==> src/pdf_ram.sv <==
// ----------------------------------------------------------------------------
// pdf_ram
// Generic single-port RAM with registered read.
// ----------------------------------------------------------------------------
module pdf_ram #(
   parameter int Width = 16,
   parameter int Depth = 64
) (
   input  logic                     clock,
   input  logic                     wr_en,
   input  logic [$clog2(Depth)-1:0] addr,
   input  logic [Width-1:0]         wr_data,
   output logic [Width-1:0]         rd_data
);

   logic [Width-1:0] mem_ff [Depth];

   always_ff @(posedge clock) begin
      if (wr_en) begin
         mem_ff[addr] <= wr_data;
      end
      rd_data <= mem_ff[addr];
   end

endmodule

==> config.mk <==
export PLATFORM = sky130hd
export DESIGN_NAME = pdf_ram
export DESIGN_NICKNAME = d
export VERILOG_FILES = /design/src/pdf_ram.sv
export SDC_FILE = /design/constraint.sdc
export NUM_CORES = 1
export LEC_CHECK = 0
export BUFFER_PORTS_ARGS = -buffer_cell sky130_fd_sc_hd__buf_2
export CAP_MARGIN = 30
export CELL_PAD_IN_SITES_DETAIL_PLACEMENT = 1
export CELL_PAD_IN_SITES_GLOBAL_PLACEMENT = 2
export CORE_UTILIZATION = 30
export CTS_CLUSTER_SIZE = 25
export DETAILED_ROUTE_END_ITERATION = 8
export PLACE_DENSITY_LB_ADDON = 0.1
export SYNTH_ARGS = -nofsm -noshare
export SYNTH_HDL_FRONTEND = slang
export SYNTH_SLANG_ARGS = --single-unit
==> constraint.sdc <==
create_clock -name clock -period 4.8 [get_ports clock]
set_input_delay 0 -clock clock [delete_from_list [all_inputs] [get_ports clock]]
set_output_delay 0 -clock clock [all_outputs]
set_load 0.01 [all_outputs]
==> parameters.txt <==
Parameter                              Value

GRT
  Total GRT Usage    20.77%
  Via count of the first global-routing pass    23,269
  Wire length of the first global-routing pass    191.4 mm
  Largest net degree at the start of global routing    65
  Antenna violations before repair    9
  Global route overflow    0

Yosys
  Count of cell types in the netlist    55
  Syn Inst Count    2,264
  Yosys synthesis warning count    0
  Fraction of registers with async set or reset after synthesis    0%
  Mean area per synthesized cell    17.44 um^2
  Number of enable flip-flop cells after synthesis    1,024
  Flip-flop and latch count after synthesis    1,040
  Share of the yosys chip area belonging to registers    78.70%
  Synthesized area    39,480 um^2
  Syn_nets    2,288
  Most used DFF post-synth    sky130_fd_sc_hd__edfxtp_1

Clock network
  CTS clock-pin slew for the worst setup and hold paths    0.06 ns
  CTS tree    yes
  Cts bufs inserted    116
  Htree depth    3
  Clock root buffer    sky130_fd_sc_hd__clkbuf_16
  Setup Fix Bufs, Post-CTS    0
  Number of buffers between clock root and the deepest sink    3
  # resized after CTS    0
  Clk sink count    1,040
  Clock insertion delay at the later pin of the skew report    0.72 ns

Setup path
  Reg2reg path depth    5
  Master of the slowest instance on the critical path    sky130_fd_sc_hd__nand2b_2
  Critical Path RT    5.26 ns
  Startpoint Class    input pin
  Cells traversed along the worst timing path    clkbuf_8 -> nand2b_2 -> buf_4 -> o22ai_1 -> a21oi_1 -> o21ai_0 -> a21oi_1 -> nand4_1
  Reg-to-Reg Start    mem_ff[21][14]$_DFFE_PP_
  Maximum fanout count along the critical path    47
  Data arrival time of the critical path    3.38 ns
  Most used cell along the critical path    sky130_fd_sc_hd__a21oi_1
  Worst R2R Setup Slack    2.11 ns
  FF-to-FF End    rd_data[14]$_DFF_P_
  Start-to-end type of the worst setup path    input pin to flop
  Worst setup EP type    flop
  Highest cell delay on the worst timing path    0.81 ns

Floorplan
  Standard-cell row count    132
  Starting density of the core    30.37%
  Floorplan die width    364.8 um
  Standard cell core area    130,000 um^2
  Boundary pin count    40
  Die Span Y    364.8 um
  DIE AREA    133,100 um^2

Final layout
  Final layout net count    2,460
  Multi-input combinational cell area    7684 um^2
  Area Growth Syn to Fin    17.31%
  Layout cell share with drive strength beyond 1    16.00%
  Share of the core filled with cells in the final layout    35.63%
  Seq. cell area    31,070 um^2
  Number of fill cells in the layout    12,922

Timing
  Slew of the pin with the lowest slew margin    1.048 ns
  Final Max Slew Viols    0
  Unrepaired setup endpoints after global routing    no
  Setup violations, final    0
  Final Hold Viols    0
  Final setup skew    0.02638 ns
  Worst rel slew slack    30.10%
  Max Fclk    342.4 MHz
  Period minus WS final    2.921 ns
  Setup TNS after final layout    0 ns
  Final period util    60.85%

Place
  Quantity of I/O buffers inserted on ports    39
  GPL Wtd Cong    0.7987
  Hpwl dp    85.92 mm

Drt
  Remaining number of nets flagged by the antenna check after routing    0
  Via count    22,545
  Drt initial violations    1,965
  Via density    5.275
  Final routed DRC violation total    0
  Iteration count of the initial detailed-routing pass    7
  Post-Route WL    138.0 mm
  Avg WL per Cell    32.30 um

Power and ir drop
  Leakage power    14.81 nW
  Final Total Pwr    20.00 mW
  Worst VDD drop    0.0002500 V
  Power per unit of standard cell area    431.8 nW/um^2

Min path
  Path type of the worst min-delay path    input pin to flop
  Hold path startpoint    wr_data[6]
  End of the worst hold path    mem_ff[54][6]$_DFFE_PP_
  Number of cells traversed by the worst hold path    2

Flow run
  Maxcap violations    0

Run status
  Run status    completed
==> metrics by stage <==
stage,hold WS (ns),area (um^2),instances,setup slack [ns]
after floorplan,0.09887,39480,2264,2.435
after global placement,0.4024,42280,4032,1.080
after detailed placement,0.4013,42420,4043,1.105
after CTS,0.002557,46220,4267,1.906
after global routing,0.03723,46310,4273,1.839
final,0.03339,46310,4274,1.879
==> per-layer routing <==
| layer | global-route usage (%) | vias up | wire length (um) |
|---|---|---|---|
| met3 | 2.773 | 131 | 6218 |
| met2 | 33.31 | 538 | 64380 |
| met4 | 4.663 | 0 | 2219 |
| met5 | 0 | - | 0 |
| met1 | 29.82 | 12172 | 65220 |
| li1 | - | 9704 | - |
==> worst max-delay path by stage <==
stage,to,cells after the start,startpoint
final,rd_data[1]$_DFF_P_,8,addr[1]
after global placement,rd_data[10]$_DFF_P_,9,addr[0]
after CTS,rd_data[10]$_DFF_P_,9,addr[0]
after global routing,rd_data[10]$_DFF_P_,9,addr[0]
after floorplan,mem_ff[13][0]$_DFFE_PP_,8,addr[0]
after detailed placement,rd_data[10]$_DFF_P_,9,addr[0]
==> layout by cell type, fill, tap and decap left out, drive strengths merged, types with 9 or more instances in the layout <==
cell,Yosys,routed
nor2,160,160
clkbuf,62,150
nor3,10,10
o21ai,33,33
dlygate4sd3,0,14
o22ai,58,58
buf,100,201
mux2,18,18
nand3,10,10
nand2,41,41
a31oi,23,23
mux2i,154,154
dfxtp,16,16
o221ai,14,14
bufinv,0,11
edfxtp,1024,1024
a221oi,107,107
a211oi,20,20
a21oi,74,74
a22o,21,21
or4,9,9
a222oi,9,9
clkinv,0,52
a22oi,196,196
nor2b,9,9
o22a,27,27
==> power by group <==
| part | internal (mW) | switching (mW) | leakage (nW) |
|---|---|---|---|
| sequential | 10.1 | 0.0453 | 9.35 |
| combinational | 0.304 | 0.848 | 3.65 |
| clock | 5.14 | 3.60 | 1.81 |
==> repair_timing <==
action / in CTS / in global routing
endpoints found under the hold margin: 156 / 160
hold buffers: 11 / 3
endpoints found under the setup margin: 0 / 0
==> worst max-delay path: cells and delay by family <==
family	cells	cell delay (ns)
and+or+nand+nor	2	1.26
buffers and inverters	2	0.82
AOI/OAI and AO/OA	4	1.23
==> area by class of cell <==
class	count	area share (%)
Antenna cell	1	0.005403
Inverter	2	0.01621
Sequential cell	1040	67.08
Multi-Input combinational cell	1060	16.59
Clock buffer	149	6.759
Timing Repair Buffer	216	3.625
Clock inverter	64	1.213
Tap cell	1742	4.706
==> state kept, by name (all words and copies together) (netlist names) <==
signal,count
rd_data,16
mem_ff,1024
==> kinds of logic (layout without fill, tap and decap cells) <==
kind of cell / after synthesis / count (layout) / share of synthesized area, %
compound gates: 617 / 617 / 11.53
buf+inv: 164 / 431 / 2.079
other cells: 0 / 1 / 0
flops: 1040 / 1040 / 78.70
simple gates: 265 / 265 / 2.931
mux: 178 / 178 / 4.760
==> synth_stat cells (10+ instances only) <==
cell                       number  share of area (%)
sky130_fd_sc_hd__mux2i_1      154                3.9
sky130_fd_sc_hd__mux2_2        17               0.48
sky130_fd_sc_hd__o221ai_1      14               0.31
sky130_fd_sc_hd__buf_2         62               0.79
sky130_fd_sc_hd__o22ai_1       58               0.92
sky130_fd_sc_hd__edfxtp_1    1024                 78
sky130_fd_sc_hd__a22oi_1      196                3.7
sky130_fd_sc_hd__nand2_1       40               0.38
sky130_fd_sc_hd__a211oi_1      20               0.38
sky130_fd_sc_hd__nor3_1        10               0.13
sky130_fd_sc_hd__nor2_1       159                1.5
sky130_fd_sc_hd__nand3_1       10               0.13
sky130_fd_sc_hd__buf_4         16               0.30
sky130_fd_sc_hd__clkbuf_1      62               0.59
sky130_fd_sc_hd__buf_1         13               0.12
sky130_fd_sc_hd__a22o_1        21               0.47
sky130_fd_sc_hd__a21oi_1       74               0.94
sky130_fd_sc_hd__a31oi_1       23               0.36
sky130_fd_sc_hd__dfxtp_1       16               0.81
sky130_fd_sc_hd__o22a_1        27               0.60
sky130_fd_sc_hd__a221oi_1     106                2.4
sky130_fd_sc_hd__o21ai_0       29               0.37
No activity file was read; power rests on OpenSTA's default activity.
